## src/rtl/swdb_pkg.sv

```systemverilog
// Package for the switch debounce and long-press block.
// Holds the switch count, field widths, stream widths and the lane result type.
// It depends on nothing else.
`default_nettype none

package swdb_pkg;

    // Number of switches, one lane each (1 to 7).
    localparam int SWITCHES = 5;

    // Width of a sample window and of a held-tick counter.
    localparam int WIN_W = 8;
    localparam int CNT_W = 8;

    // Width of an event code and of the long-press limit register.
    localparam int EV_W    = 4;
    localparam int LIMIT_W = 8;

    // Event code meaning no event.
    localparam logic [EV_W-1:0] EV_NONE = '0;

    // Highest event code that can be raised.
    localparam int EV_MAX = 2 * SWITCHES;

    // Stream data widths, rounded up to whole bytes.
    localparam int IN_BITS     = SWITCHES + 1;
    localparam int IN_TDATA_W  = ((IN_BITS + 7) / 8) * 8;
    localparam int OUT_BITS    = EV_W + 2 * SWITCHES;
    localparam int OUT_TDATA_W = ((OUT_BITS + 7) / 8) * 8;

    // Configuration port.
    localparam int APB_AW = 3;
    localparam int APB_DW = 32;
    localparam logic REG_LONG_PRESS_TICKS = 1'b0;

    // What one lane reports after its update.
    typedef struct packed {
        logic pressed;
        logic long_f;
        logic short_ev;
        logic long_ev;
    } lane_result_t;

endpackage

`default_nettype wire

```

## src/rtl/swdb_lane.sv

```systemverilog
// One switch lane: sample window, held-tick counter and press flags.
// Depends on swdb_pkg.
`default_nettype none

module swdb_lane (
    input  wire                          clk,
    input  wire                          rst_n,
    input  wire                          en,
    input  wire                          level,
    input  wire [swdb_pkg::LIMIT_W-1:0]  limit,
    output swdb_pkg::lane_result_t       res
);

    logic [swdb_pkg::WIN_W-1:0] win_reg;
    logic [swdb_pkg::WIN_W-1:0] win_next;
    logic [swdb_pkg::CNT_W-1:0] hold_reg;
    logic [swdb_pkg::CNT_W-1:0] hold_next;
    logic                       pressed_reg;
    logic                       pressed_next;
    logic                       long_reg;
    logic                       long_next;
    logic                       short_ev;
    logic                       long_ev;

    always_comb
    begin
        win_next     = {win_reg[swdb_pkg::WIN_W-2:0], level};
        hold_next    = hold_reg;
        pressed_next = pressed_reg;
        long_next    = long_reg;
        short_ev     = 1'b0;
        long_ev      = 1'b0;

        if (win_next == '0)
        begin
            pressed_next = 1'b1;
            if (!long_reg)
            begin
                hold_next = hold_reg + 1'b1;
            end
        end
        else if (pressed_reg)
        begin
            // Any high sample ends the press; it is short unless already long.
            short_ev     = !long_reg;
            pressed_next = 1'b0;
            long_next    = 1'b0;
            hold_next    = '0;
        end

        if (swdb_pkg::CNT_W'(hold_next) > swdb_pkg::CNT_W'(limit))
        begin
            long_next = 1'b1;
            hold_next = '0;
            long_ev   = 1'b1;
        end
    end

    assign res.pressed  = pressed_next;
    assign res.long_f   = long_next;
    assign res.short_ev = short_ev;
    assign res.long_ev  = long_ev;

    always_ff @(posedge clk or negedge rst_n)
    begin
        if (!rst_n)
        begin
            win_reg     <= '0;
            hold_reg    <= '0;
            pressed_reg <= 1'b0;
            long_reg    <= 1'b0;
        end
        else if (en)
        begin
            win_reg     <= win_next;
            hold_reg    <= hold_next;
            pressed_reg <= pressed_next;
            long_reg    <= long_next;
        end
    end

endmodule

`default_nettype wire

```

## src/rtl/swdb_merge.sv

```systemverilog
// Merging stage: picks the winning event over all lanes and keeps the
// pending-event register. Depends on swdb_pkg.
`default_nettype none

module swdb_merge (
    input  wire                                   clk,
    input  wire                                   rst_n,
    input  wire                                   en,
    input  wire                                   clear_event,
    input  swdb_pkg::lane_result_t                lanes [swdb_pkg::SWITCHES],
    output logic [swdb_pkg::EV_W-1:0]             event_next,
    output logic [swdb_pkg::SWITCHES-1:0]         pressed_flags,
    output logic [swdb_pkg::SWITCHES-1:0]         long_flags
);

    logic [swdb_pkg::EV_W-1:0] event_reg;
    logic [swdb_pkg::EV_W-1:0] winner;
    logic [swdb_pkg::EV_W-1:0] base;

    // Later (higher-numbered) lanes override earlier ones.
    always_comb
    begin
        winner = swdb_pkg::EV_NONE;
        for (int i = 0; i < swdb_pkg::SWITCHES; i++)
        begin
            if (lanes[i].short_ev)
            begin
                winner = swdb_pkg::EV_W'(i + 1);
            end
            if (lanes[i].long_ev)
            begin
                winner = swdb_pkg::EV_W'(swdb_pkg::SWITCHES + 1 + i);
            end
            pressed_flags[i] = lanes[i].pressed;
            long_flags[i]    = lanes[i].long_f;
        end
    end

    // The clear takes effect before the latch in the same tick.
    assign base       = clear_event ? swdb_pkg::EV_NONE : event_reg;
    assign event_next = (base == swdb_pkg::EV_NONE) ? winner : base;

    always_ff @(posedge clk or negedge rst_n)
    begin
        if (!rst_n)
        begin
            event_reg <= swdb_pkg::EV_NONE;
        end
        else if (en)
        begin
            event_reg <= event_next;
        end
    end

endmodule

`default_nettype wire

```

## src/rtl/switch_debounce_long_press_top.sv

```systemverilog
// Top level of the switch debounce and long-press detector: stream ports,
// configuration port and output register. Depends on swdb_pkg, swdb_lane, swdb_merge.
//
// Each input transaction is one tick carrying the raw, active-low levels of all
// switches plus a clear request for the pending event. Every switch has a lane of
// its own that shifts its level into an eight-sample window; an all-zero window
// means the switch is pressed, and each such tick counts towards the long-press
// limit held in the long_press_ticks register (byte address 0, reset value 50).
// Exceeding the limit raises a long event once; a release before that raises a
// short event. Where several switches raise events in one tick, the highest-numbered
// switch wins, and the pending event only takes a new code while it is empty or
// being cleared in that tick. All lanes update in parallel and the result lands in
// an output register in the cycle after acceptance. A new transaction is taken
// whenever that register is empty or is being drained in the same cycle, so with
// m_tready held high the block accepts one tick every clock cycle. The limit register
// must only be written while no tick is in flight.
`default_nettype none

module switch_debounce_long_press_top (
    input  wire                                 clk,
    input  wire                                 rst_n,
    // Input ticks. s_tdata from bit 0: switch_levels[4:0], clear_event, zero padding.
    input  wire                                 s_tvalid,
    output logic                                s_tready,
    input  wire [swdb_pkg::IN_TDATA_W-1:0]      s_tdata,
    // Results. m_tdata from bit 0: pending_event[3:0], pressed_flags[4:0],
    // long_flags[4:0], zero padding.
    output logic                                m_tvalid,
    input  wire                                 m_tready,
    output logic [swdb_pkg::OUT_TDATA_W-1:0]    m_tdata,
    // Configuration port.
    input  wire                                 psel,
    input  wire                                 penable,
    input  wire                                 pwrite,
    input  wire [swdb_pkg::APB_AW-1:0]          paddr,
    input  wire [swdb_pkg::APB_DW-1:0]          pwdata,
    output logic [swdb_pkg::APB_DW-1:0]         prdata,
    output logic                                pready
);

    logic [swdb_pkg::LIMIT_W-1:0]       limit_reg;
    logic                               out_valid_reg;
    logic [swdb_pkg::OUT_TDATA_W-1:0]   out_data_reg;
    logic                               accept;
    logic [swdb_pkg::SWITCHES-1:0]      levels;
    logic                               clear_event;
    swdb_pkg::lane_result_t             lane_res [swdb_pkg::SWITCHES];
    logic [swdb_pkg::EV_W-1:0]          event_next;
    logic [swdb_pkg::SWITCHES-1:0]      pressed_flags;
    logic [swdb_pkg::SWITCHES-1:0]      long_flags;
    logic                               reg_sel;

    // Configuration register: only the word at address 0 is implemented.
    assign pready  = 1'b1;
    assign reg_sel = (paddr[swdb_pkg::APB_AW-1] == swdb_pkg::REG_LONG_PRESS_TICKS);
    assign prdata  = reg_sel ? swdb_pkg::APB_DW'(limit_reg) : '0;

    always_ff @(posedge clk or negedge rst_n)
    begin
        if (!rst_n)
        begin
            limit_reg <= swdb_pkg::LIMIT_W'(50);
        end
        else if (psel && penable && pwrite && pready && reg_sel)
        begin
            limit_reg <= pwdata[swdb_pkg::LIMIT_W-1:0];
        end
    end

    // A tick is taken whenever the output register is free or draining.
    assign s_tready    = !out_valid_reg || m_tready;
    assign accept      = s_tvalid && s_tready;
    assign levels      = s_tdata[swdb_pkg::SWITCHES-1:0];
    assign clear_event = s_tdata[swdb_pkg::SWITCHES];

    for (genvar g = 0; g < swdb_pkg::SWITCHES; g++)
    begin : g_lane
        swdb_lane u_lane (
            .clk   (clk),
            .rst_n (rst_n),
            .en    (accept),
            .level (levels[g]),
            .limit (limit_reg),
            .res   (lane_res[g])
        );
    end

    swdb_merge u_merge (
        .clk           (clk),
        .rst_n         (rst_n),
        .en            (accept),
        .clear_event   (clear_event),
        .lanes         (lane_res),
        .event_next    (event_next),
        .pressed_flags (pressed_flags),
        .long_flags    (long_flags)
    );

    // Output register holding one finished result until it is taken.
    always_ff @(posedge clk or negedge rst_n)
    begin
        if (!rst_n)
        begin
            out_valid_reg <= 1'b0;
        end
        else if (accept)
        begin
            out_valid_reg <= 1'b1;
        end
        else if (m_tready)
        begin
            out_valid_reg <= 1'b0;
        end
    end

    always_ff @(posedge clk)
    begin
        if (accept)
        begin
            out_data_reg <= swdb_pkg::OUT_TDATA_W'({long_flags, pressed_flags, event_next});
        end
    end

    assign m_tvalid = out_valid_reg;
    assign m_tdata  = out_data_reg;

endmodule

`default_nettype wire

```

## config.mk

```make
export PLATFORM = sky130hd
export DESIGN_NAME = switch_debounce_long_press_top
export DESIGN_NICKNAME = d
export VERILOG_FILES = /design/src/rtl/swdb_pkg.sv /design/src/rtl/swdb_lane.sv /design/src/rtl/swdb_merge.sv /design/src/rtl/switch_debounce_long_press_top.sv
export SDC_FILE = /design/constraint.sdc
export NUM_CORES = 1
export LEC_CHECK = 0
export BUFFER_PORTS_ARGS = -buffer_cell sky130_fd_sc_hd__buf_2
export CAP_MARGIN = 10
export CORE_UTILIZATION = 60
export DETAILED_ROUTE_END_ITERATION = 10
export HOLD_SLACK_MARGIN = 0.12
export PLACE_DENSITY_LB_ADDON = 0.1
export SETUP_SLACK_MARGIN = 0.3
export SYNTH_ARGS = -nofsm -noshare
export SYNTH_HDL_FRONTEND = slang
export SYNTH_SLANG_ARGS = --single-unit
```

## constraint.sdc

```tcl
create_clock -name clk -period 7.9 [get_ports clk]
set_clock_uncertainty 0.2 [all_clocks]
set_input_delay 0.79 -clock clk [delete_from_list [all_inputs] [get_ports clk]]
set_output_delay 0.79 -clock clk [all_outputs]
set_load 0.005 [all_outputs]
```

==> flow_summary_export.csv <==
group,metric,value,unit
grt,antenna_found_initial,0,
place,placed_cells,868,
drt,ant_nets,0,
timing,maxSlewHeadroom,28.51,%
worst_setup_path,path_class,"in -> reg",
synth,synth-xor-area-share,0.2677,%
clocking,post_cts_resized,0,
synth,ys_ff_latch,112,
drt,vias,5305,
place,portBuffers,45,
power,finalPower,1.578,mW
place,gp_congestion,0.8640,
timing,fmax,204.6,MHz
worst_setup_path,cp.arrival,5.01,ns
grt,grt_usage,27.38,%
drt,wire_per_inst,16.28,microns
synth,syn-mean-instance-area,9.241,sq um
synth,synthTopCellsByCount,"166 x nand2_1, 95 x dfrtp_1, 47 x o21ai_0",
timing,setup_viol,0,
grt,grt_pass1_vias,5163,
synth,ys_seq_area_share,43.97,%
clocking,cts-buffers-inserted,9,
timing,hold_ws,0.1293,ns
synth,synthAdderAreaFrac,8.606,%
floorplanning,die_y,106.4,microns
grt,overflow,0,
clocking,root_buffer,"clkbuf_8",
timing,hold_viol,0,
floorplanning,row_count,37,
drt,routed_wl,14390,microns
grt,grt_max_degree,67,
cells_and_area,num_antenna_cells,0,
timing,worst_slew_pin_slew,1.064,ns
synth,synth_ff_type,"dfrtp_1",
cells_and_area,instances_no_fill,884,
run,drv_cap,0,
clocking,path_clk_slew,0.10,ns
floorplanning,io_pins,101,
synth,postSynthCellCount,708,
synth,synthMuxAreaShare,3.519,%
power,peakVddDrop,0.1893,mV
synth,yosys.area.top_type,"dfrtp_1",
synth,yosysTopAreaCellShare,36.34,%
floorplanning,coreArea,10460,sq um
place,hpwl,10030,microns
cells_and_area,final_layout_size_suffix_gt1_share,12.70,%
floorplanning,die-width,106.4,microns
worst_setup_path,worstPathMaxFanout,11,
worst_setup_path,startpoint_type,"input pin",
drt,drc_errors,0,
worst_hold_path,hold_class,"in -> async",
floorplanning,dieArea,11330,sq um
clocking,ctsHoldBuffers,0,
synth,synth.area.top_cells,"dfrtp_1 36%, nand2_1 9.5%, ha_1 8.6%",
worst_setup_path,worst_setup_path_end_kind,"register",
clocking,cts_max_level,3,
clocking,postCtsSetupRepairBufs,0,
drt,vias_per_cell,6.001,
synth,async_reset_ff_share,87.50,%
synth,synth_edf_count,14,
synth,synth.most_common_cell,"nand2_1",
clocking,cts_tree,"done",
drt,drt_iter0_drc,313,
cells_and_area,fin_area,6964,sq um
place,dpl_cell_area,6783,sq um
clocking,clock_sinks,112,
timing,finalCriticalPeriod,4.888,ns
clocking,clk_path_buf_depth,2,
timing,fin_crit_sh,61.87,%
cells_and_area,largest_reg_flops,40,
clocking,clk_latency,0.39,ns
timing,final_max_slew_viol_count,0,
timing,fin_tns_setup,0,ns
synth,synthSimpleGateAreaFrac,22.16,%
floorplanning,start_util,62.53,%
power,p_per_area,226.6,nW/um^2
synth,synth_area,6543,sq um
power,p_leak,3.461,nW
synth,synth_top_family_by_area,"simple AND/OR/NAND/NOR gates",
timing,rsz0062_at_grt,"no",
synth,ys_types,61,
synth,synth_compound_area_share,15.70,%
worst_setup_path,worstPathRequired,8.03,ns
drt,dr.pass1.iters,5,
cells_and_area,n_fill_cell,852,
cells_and_area,syn2layout_area_growth,6.445,%
synth,yosys_warnings,0,
grt,grt_first_pass_wirelength,24390,microns
status,run_status,"finished clean",
cells_and_area,nets,838,
## final cells by class
class	instances	area (sq um)	share of cell area, %
multi-input combinational	550	3392	48.71
inverter	19	71.32	1.024
timing repair buffer	51	272.8	3.917
tap	136	170.2	2.443
sequential	112	2877	41.30
clock inverter	6	43.79	0.6288
clock buffer	10	137.6	1.976
## cells in the final DEF, fill, tap and decap left out, drive strengths merged, types with 7 or more instances in the layout
master and count:
a22o 35, mux2 8, buf 51, or2 8, ha 45, mux2i 14
conb 27, nor2b 8, or4 10, nand2 166, o21ai 52, o211ai 9
clkbuf 10, nor2 32, nand3 24, nand4 26, inv 20, edfxtp 14
dfrtp 95, nor3 7, and3 11, a21oi 14
## metrics by stage
stage	setup slack, ns	util [%]
5_1_grt	2.631	66.56
3_5_place_dp	2.612	64.83
2_1_floorplan	3.667	-
4_1_cts	3.044	66.56
3_3_place_gp	2.773	64.83
6_report	3.012	66.56
## report_power, final
part	leakage [nW]	switching (mW)	total [mW]	internal (mW)
Clock	0.0826	0.202	0.326	0.124
Sequential	1.43	0.0928	0.789	0.697
Combinational	1.95	0.276	0.463	0.186
## final timing paths
kind | from | to | slack [ns] | cells past startpoint
max | s_tdata[0] | g_lane[0].u_lane.hold_reg[6] | 3.01 | 13
min | rst_n | g_lane[4].u_lane.hold_reg[7] | 0.13 | 1
max reg2reg | g_lane[0].u_lane.win_reg[3] | g_lane[0].u_lane.hold_reg[6] | 3.03 | 12
min reg2reg | g_lane[0].u_lane.win_reg[6] | g_lane[0].u_lane.win_reg[6] | 0.28 | 2
max in group asynchronous | rst_n | g_lane[0].u_lane.hold_reg[4] | 6.18 | 2
min in group clk | g_lane[0].u_lane.win_reg[6] | g_lane[0].u_lane.win_reg[6] | 0.28 | 2
## worst max-delay path, stage by stage
cell	delay, ns
buf_2	0.10
or4_1	0.53
nor3_1	0.83
nand2_1	0.36
o21a_1	0.29
a21o_1	0.19
ha_1	0.29
nand4_1	0.12
nor2_1	0.17
a21oi_1	0.12
nor3_1	0.86
a21o_1	0.23
a22o_1	0.13
## cell families (layout without fill, tap and decap cells)
kind of cell	after synthesis	after routing
buf+inv	71	86
compound gates	150	150
flops	112	112
simple gates	304	304
other cells	2	27
mux	22	22
fa+ha+maj	45	45
xor+xnor	2	2
## layer usage
layer  part of all wire (%)  vias up  GRT usage, %
met4                    2.0        0         8.415
met2                     49      171         45.92
met1                     44     2554         35.23
met5                      0        -             0
li1                       -     2556             -
met3                    5.6       24         6.376
Power figures use the tool's default switching activity.
